`src/stbs_pkg.sv`:
```
// Shared types and constants for the sorted table binary search block.
package stbs_pkg;

    localparam int TABLE_DEPTH_DEFAULT = 256;
    localparam int DATA_W              = 32;
    localparam int INDEX_W             = 8;
    localparam int COUNT_W             = 9;

    typedef enum logic
    {
        CMD_LOAD   = 1'b0,
        CMD_SEARCH = 1'b1
    } cmd_t;

    typedef struct packed
    {
        cmd_t                       cmd;
        logic [INDEX_W-1:0]         entry_index;
        logic signed [DATA_W-1:0]   entry_value;
        logic signed [DATA_W-1:0]   search_key;
    } in_item_t;

    typedef struct packed
    {
        logic                       found;
        logic [INDEX_W-1:0]         position;
    } out_item_t;

    typedef struct packed
    {
        logic [COUNT_W-1:0]         used_count;
    } cfg_item_t;

    // Commands from the controller to the datapath
    typedef struct packed
    {
        logic                       load_we;
        logic                       start;
        logic                       step;
        logic                       publish;
    } ctl_cmd_t;

    // Status from the datapath to the controller
    typedef struct packed
    {
        logic                       empty;
        logic                       done;
    } dp_status_t;

endpackage

```
`src/stbs_ctrl.sv`:
```
// Controller: handshakes, search sequencing and the result valid flag.
module stbs_ctrl (
    input  logic                 clk,
    input  logic                 rst_n,
    input  logic                 item_valid,
    input  stbs_pkg::cmd_t       item_cmd,
    output logic                 item_ready,
    output logic                 result_valid,
    input  logic                 result_ready,
    input  stbs_pkg::dp_status_t status,
    output stbs_pkg::ctl_cmd_t   ctl
);
    typedef enum logic [1:0]
    {
        ST_IDLE,
        ST_SEARCH,
        ST_POST
    } state_t;

    state_t state_reg;
    state_t state_next;
    logic   result_valid_reg;
    logic   result_valid_next;
    logic   accept;

    // Sequence one item at a time
    always_comb
    begin
        item_ready        = (state_reg == ST_IDLE);
        accept            = item_valid && item_ready;
        ctl               = '0;
        state_next        = state_reg;
        result_valid_next = result_valid_reg && !result_ready;
        unique case (state_reg)
            ST_IDLE:
            begin
                if (accept)
                begin
                    if (item_cmd == stbs_pkg::CMD_SEARCH)
                    begin
                        ctl.start  = 1'b1;
                        state_next = status.empty ? ST_POST : ST_SEARCH;
                    end
                    else
                    begin
                        ctl.load_we = 1'b1;
                    end
                end
            end
            ST_SEARCH:
            begin
                ctl.step = 1'b1;
                if (status.done)
                begin
                    state_next = ST_POST;
                end
            end
            ST_POST:
            begin
                if (!result_valid_reg || result_ready)
                begin
                    ctl.publish       = 1'b1;
                    result_valid_next = 1'b1;
                    state_next        = ST_IDLE;
                end
            end
            default:
            begin
                state_next = ST_IDLE;
            end
        endcase
    end

    // Hold state and the result valid flag
    always_ff @(posedge clk or negedge rst_n)
    begin
        if (!rst_n)
        begin
            state_reg        <= ST_IDLE;
            result_valid_reg <= 1'b0;
        end
        else
        begin
            state_reg        <= state_next;
            result_valid_reg <= result_valid_next;
        end
    end

    assign result_valid = result_valid_reg;

    // Never overwrite a result that is still waiting
    a_no_overwrite: assert property (@(posedge clk) disable iff (!rst_n)
        ctl.publish |-> (!result_valid_reg || result_ready))
        else $error("result overwritten while pending");

    // At most one datapath command per cycle
    a_one_cmd: assert property (@(posedge clk) disable iff (!rst_n)
        $onehot0({ctl.load_we, ctl.start, ctl.step, ctl.publish}))
        else $error("conflicting datapath commands");

    // A search on a filled table goes to probing
    a_start_probe: assert property (@(posedge clk) disable iff (!rst_n)
        (ctl.start && !status.empty) |=> (state_reg == ST_SEARCH))
        else $error("search did not enter probing");
endmodule
```
`config.mk`:
```
export PLATFORM = sky130hd
export DESIGN_NAME = stbs_ctrl
export DESIGN_NICKNAME = d
export VERILOG_FILES = /design/src/stbs_pkg.sv /design/src/stbs_ctrl.sv
export SDC_FILE = /design/constraint.sdc
export NUM_CORES = 1
export LEC_CHECK = 0
export ABC_AREA = 1
export BUFFER_PORTS_ARGS = -buffer_cell sky130_fd_sc_hd__buf_2
export CAP_MARGIN = 30
export CORE_AREA = 2 2 39 41
export CTS_BUF_LIST = sky130_fd_sc_hd__clkbuf_4
export DETAILED_ROUTE_END_ITERATION = 8
export DIE_AREA = 0 0 41 43
export GPL_ROUTABILITY_DRIVEN = 0
export SLEW_MARGIN = 10
export SYNTH_ARGS = -nofsm -noshare
export SYNTH_HDL_FRONTEND = slang
export SYNTH_SLANG_ARGS = --single-unit
```
`constraint.sdc`:
```
create_clock -name clk -period 1 [get_ports clk]
set_input_delay 0.1 -clock clk [delete_from_list [all_inputs] [get_ports clk]]
set_output_delay 0.1 -clock clk [all_outputs]
set_load 0.02 [all_outputs]
```
* Word-level counts from Yosys, hierarchy flattened *
Cells that the tools add are included.

word-level totals
  bits in registers = 3
  input bits = 7
  output and inout bits = 6
  logic and storage cells = 30

cells by class
  equality and inequality tests = 6
  mux-type cells = 15
  reduce and logical (&&, ||, !) cells = 7

operator list
  cell                  count
  $mux W2               7
  $mux W1               7
  $ne A2 B2 Y1 const B  3
  $pmux W2 S3           1
  $reduce_and A4 Y1     1
  $eq A2 B1 Y1 const B  1
  $eq A2 B2 Y1 const B  1
  $logic_and A1 B1 Y1   2
  $logic_not A1 Y1      2
  $logic_not A2 Y1      1
  $ne A2 B1 Y1 const B  1
  $logic_or A1 B1 Y1    1

* Depth between registers and ports, before layout *
  depth in word-level cells = 4
  gate-level depth with buffers = 7
  depth with buffers taken out = 7

* Worst setup path after synthesis *
OpenSTA, ideal clock, no wires.

  path kind = register to output
  start = register state_reg[0]
  end = output ctl[3] (netlist name)
  data arrival time = 1,087 ps
  data required time = 900 ps
  slack = -187 ps
  stages on the path, launching flop included = 4
  buffers on the path = 0
  path through = dfrtp_1 nor2_2 nand2_1 nor2_1

RTL lines
  item                    line             text
  from (decl)             stbs_ctrl.sv:20  state_t state_reg;
  from (signal assigned)  stbs_ctrl.sv:84  state_reg <= state_next;
  to (decl)               stbs_ctrl.sv:11  output stbs_pkg::ctl_cmd_t ctl

==> metrics.md <==
| Metric | Value |
|---|---|
| Status | complete, but fails checks |
| Failing checks | negative setup slack |
| Post-placement cell count | 59 |
| Pwr/cell area | 3400 nW/µm² |
| Netlist cell types | 11 |
| Final worst slack | -0.216 ns |
| Share of layout cells above drive strength 1 | 0.635 |
| Nature of the critical path startpoint | register |
| Critical path's slowest cell | dfrtp_2 |
| Fin util | 0.286 |
| CP Buf/Inv Count | 2 |
| Number of global-route vias before repair | 199 |
| Antenna cells | 0 |
| RSZ-0062 raised after global routing | yes |
| Final Hold Viols | 0 |
| Crit path arrival time | 1.12 ns |
| Nets | 60 |
| Pre-CTS WS | -0.0336 ns |
| Clock Root Buffer | clkbuf_4 |
| Worst Path Max Fanout | 5 |
| Largest net degree at the start of global routing | 6 |
| Peak supply drop | 1.15 mV |
| Routed Antenna Nets | 0 |
| Multi-input gate area | 118 µm² |
| #FFs+latches synth | 3 |
| CTS H-Tree Depth | 1 |
| Max Clk Rate | 823 MHz |
| Endpoints failing setup | 6 |
| Number of CTS-inserted buffers | 3 |
| Synthesis Warnings | 0 |
| GR Util All Layers | 0.0653 |
| CTS sink cnt | 3 |
| DRT Pass-1 Iters | 1 |
| Rows | 14 |
| Clock Path Buffers | 2 |
| Dpl hpwl | 383 µm |
| Seq. cell area | 77.6 µm² |
| DIE WIDTH | 41 µm |
| Clk_skew | 0.000944 ns |
| DRC viols | 0 |
| DR vias | ~250 |
| Worst-margin pin slew | 0.133 ns |
| Relative slew slack | 0.910 |
| Max-slew violation count | 0 |
| Worst hold path class | input port to register |
| Total core area | 1380 µm² |
| Tmin final | 1.22 ns |
| Routed WL per cell | 7.62 µm |
| Post-synthesis sequential area ratio | 0.387 |
| Max-Cap Viols | 0 |
| Avg Cell Area, Syn | 6.26 µm² |
| Total gr overflow | 0 |
| Final wirelength | ~520 µm |
| Synth Instances | 31 |
| First-pass GRT wire length | 710 µm |
| IO Pins | 13 |
| CP max stage delay | 0.44 ns |
| Die height | 43 µm |
| Iter 0 DRT Violations | 0 |
| Pleak | ~0.22 nW |
| PortBufs | 12 |
| Filler Cells Inserted | roughly 160 |
| WS Path Type | register to primary output |
| Clock transition at the registers of the reported paths | 0.04 ns |
| Syn-to-layout area delta | 104% |
| CP cell instances | nor2_2 -> inv_1 -> nor2_1 -> buf_4 |
| CP required | 0.90 ns |
| Power Total | 1.34 mW |
| Crit share post-route | 1.22 |
| Mapped Area | 194 µm² |
| Initial antenna violation count | 0 |
| Synth Net Count | 38 |
| Crit. End Element | primary output |
| Clk_lat worst skew | around 0.23 ns |
| Initial Utilization | 0.140 |
| Non-Filler Instances | 68 |
| Crit path max-delay family | flip-flops |
| Via density | 3.69 |
| Die area | 1760 µm² |
| CTS tree | yes |
| Max FFs per register | 2 |
## per-layer routing
metal | vias up | global-route usage | wire [µm]
li1 | 132 | - | -
met1 | 104 | 0.0710 | 236
met2 | 13 | 0.0875 | 220
met3 | 2 | 0.0157 | 43
met4 | 0 | 0.0800 | 17
met5 | - | 0 | 0
## placed cells by master (no fill, tap or decap)
cell	synthesis	routed
buf_4	0	7
nor3_2	0	1
nor2_1	4	2
buf_6	0	2
inv_1	6	6
inv_2	2	2
dfrtp_1	3	1
dlygate4sd3_1	0	1
nand3_1	1	1
dfrtp_2	0	2
a21oi_2	0	1
nor2_4	0	2
clkbuf_4	0	4
nand2_1	8	6
o21ai_0	2	2
nor2_2	2	2
nand2_2	1	3
buf_2	0	7
## power by group
part | leakage (nW) | internal (mW) | switching [mW]
logic | 0.164 | 0.390 | 0.433
clock network | 0.0184 | 0.176 | 0.0616
registers | 0.0348 | 0.191 | 0.0910
total | 0.218 | 0.758 | 0.586
## synthesized netlist by cell type, drive strengths merged
library cell,number,area [µm²]
dfrtp,3,75.1
nand2,9,36.3
a21oi,1,5.00
inv,8,30.0
nand3,1,5.00
nor2,6,27.5
nor3,1,5.00
o21ai,2,10.0
## stage by stage
stage / setup TNS (ns) / hold slack, ns / area [µm²]
finish: -0.808 / 0.0689 / 395
floorplan: -0.0767 / -0.196 / 213
CTS: -0.903 / 0.0614 / 374
detailed placement: -0.0379 / -0.103 / 293
global placement: -0.0213 / -0.103 / 293
global route: -1.17 / 0.0762 / 395
## worst register-to-register path, cell delays in order (launching register included)
cell and delay [ns]:
dfrtp_2 0.44, nor2_4 0.14, buf_4 0.12, nand2_2 0.06, nand2_1 0.07, inv_1 0.03
nand2_1 0.05, inv_1 0.04
## layout make-up
type / count / area share
multi-input cells: 20 / 0.297
flip-flops and latches: 3 / 0.196
inverters: 8 / 0.0759
well taps: 16 / 0.0506
repair buffers: 17 / 0.304
clock buffers: 4 / 0.0759
## final timing paths
check                      slack, ns          from  cells past startpoint           end
setup reg to reg               -0.06  state_reg[0]                      7  state_reg[1]
hold / removal                  0.07  result_ready                      2  result_valid
hold reg to reg                 0.55  result_valid                      2  result_valid
max in group asynchronous       0.69         rst_n                      2  state_reg[0]
min in group asynchronous       0.19         rst_n                      2  result_valid
setup / recovery               -0.22  state_reg[0]                      4        ctl[0]
## what timing repair did
action | CTS | global route
buffers inserted | 2 | 2
endpoints found under the setup margin | 5 | 7
endpoints found under the hold margin | 3 | 0
gates resized for setup | 10 | 2
hold buffers | 1 | 0
pin swaps | 0 | 1
## logic make-up after synthesis
| logic type | Yosys count | share of synthesized area |
|---|---|---|
| compound gates | 3 | 0.0774 |
| buf+inv | 8 | 0.155 |
| flops | 3 | 0.387 |
| simple gates | 17 | 0.381 |
(Power assumes the default switching activity.)
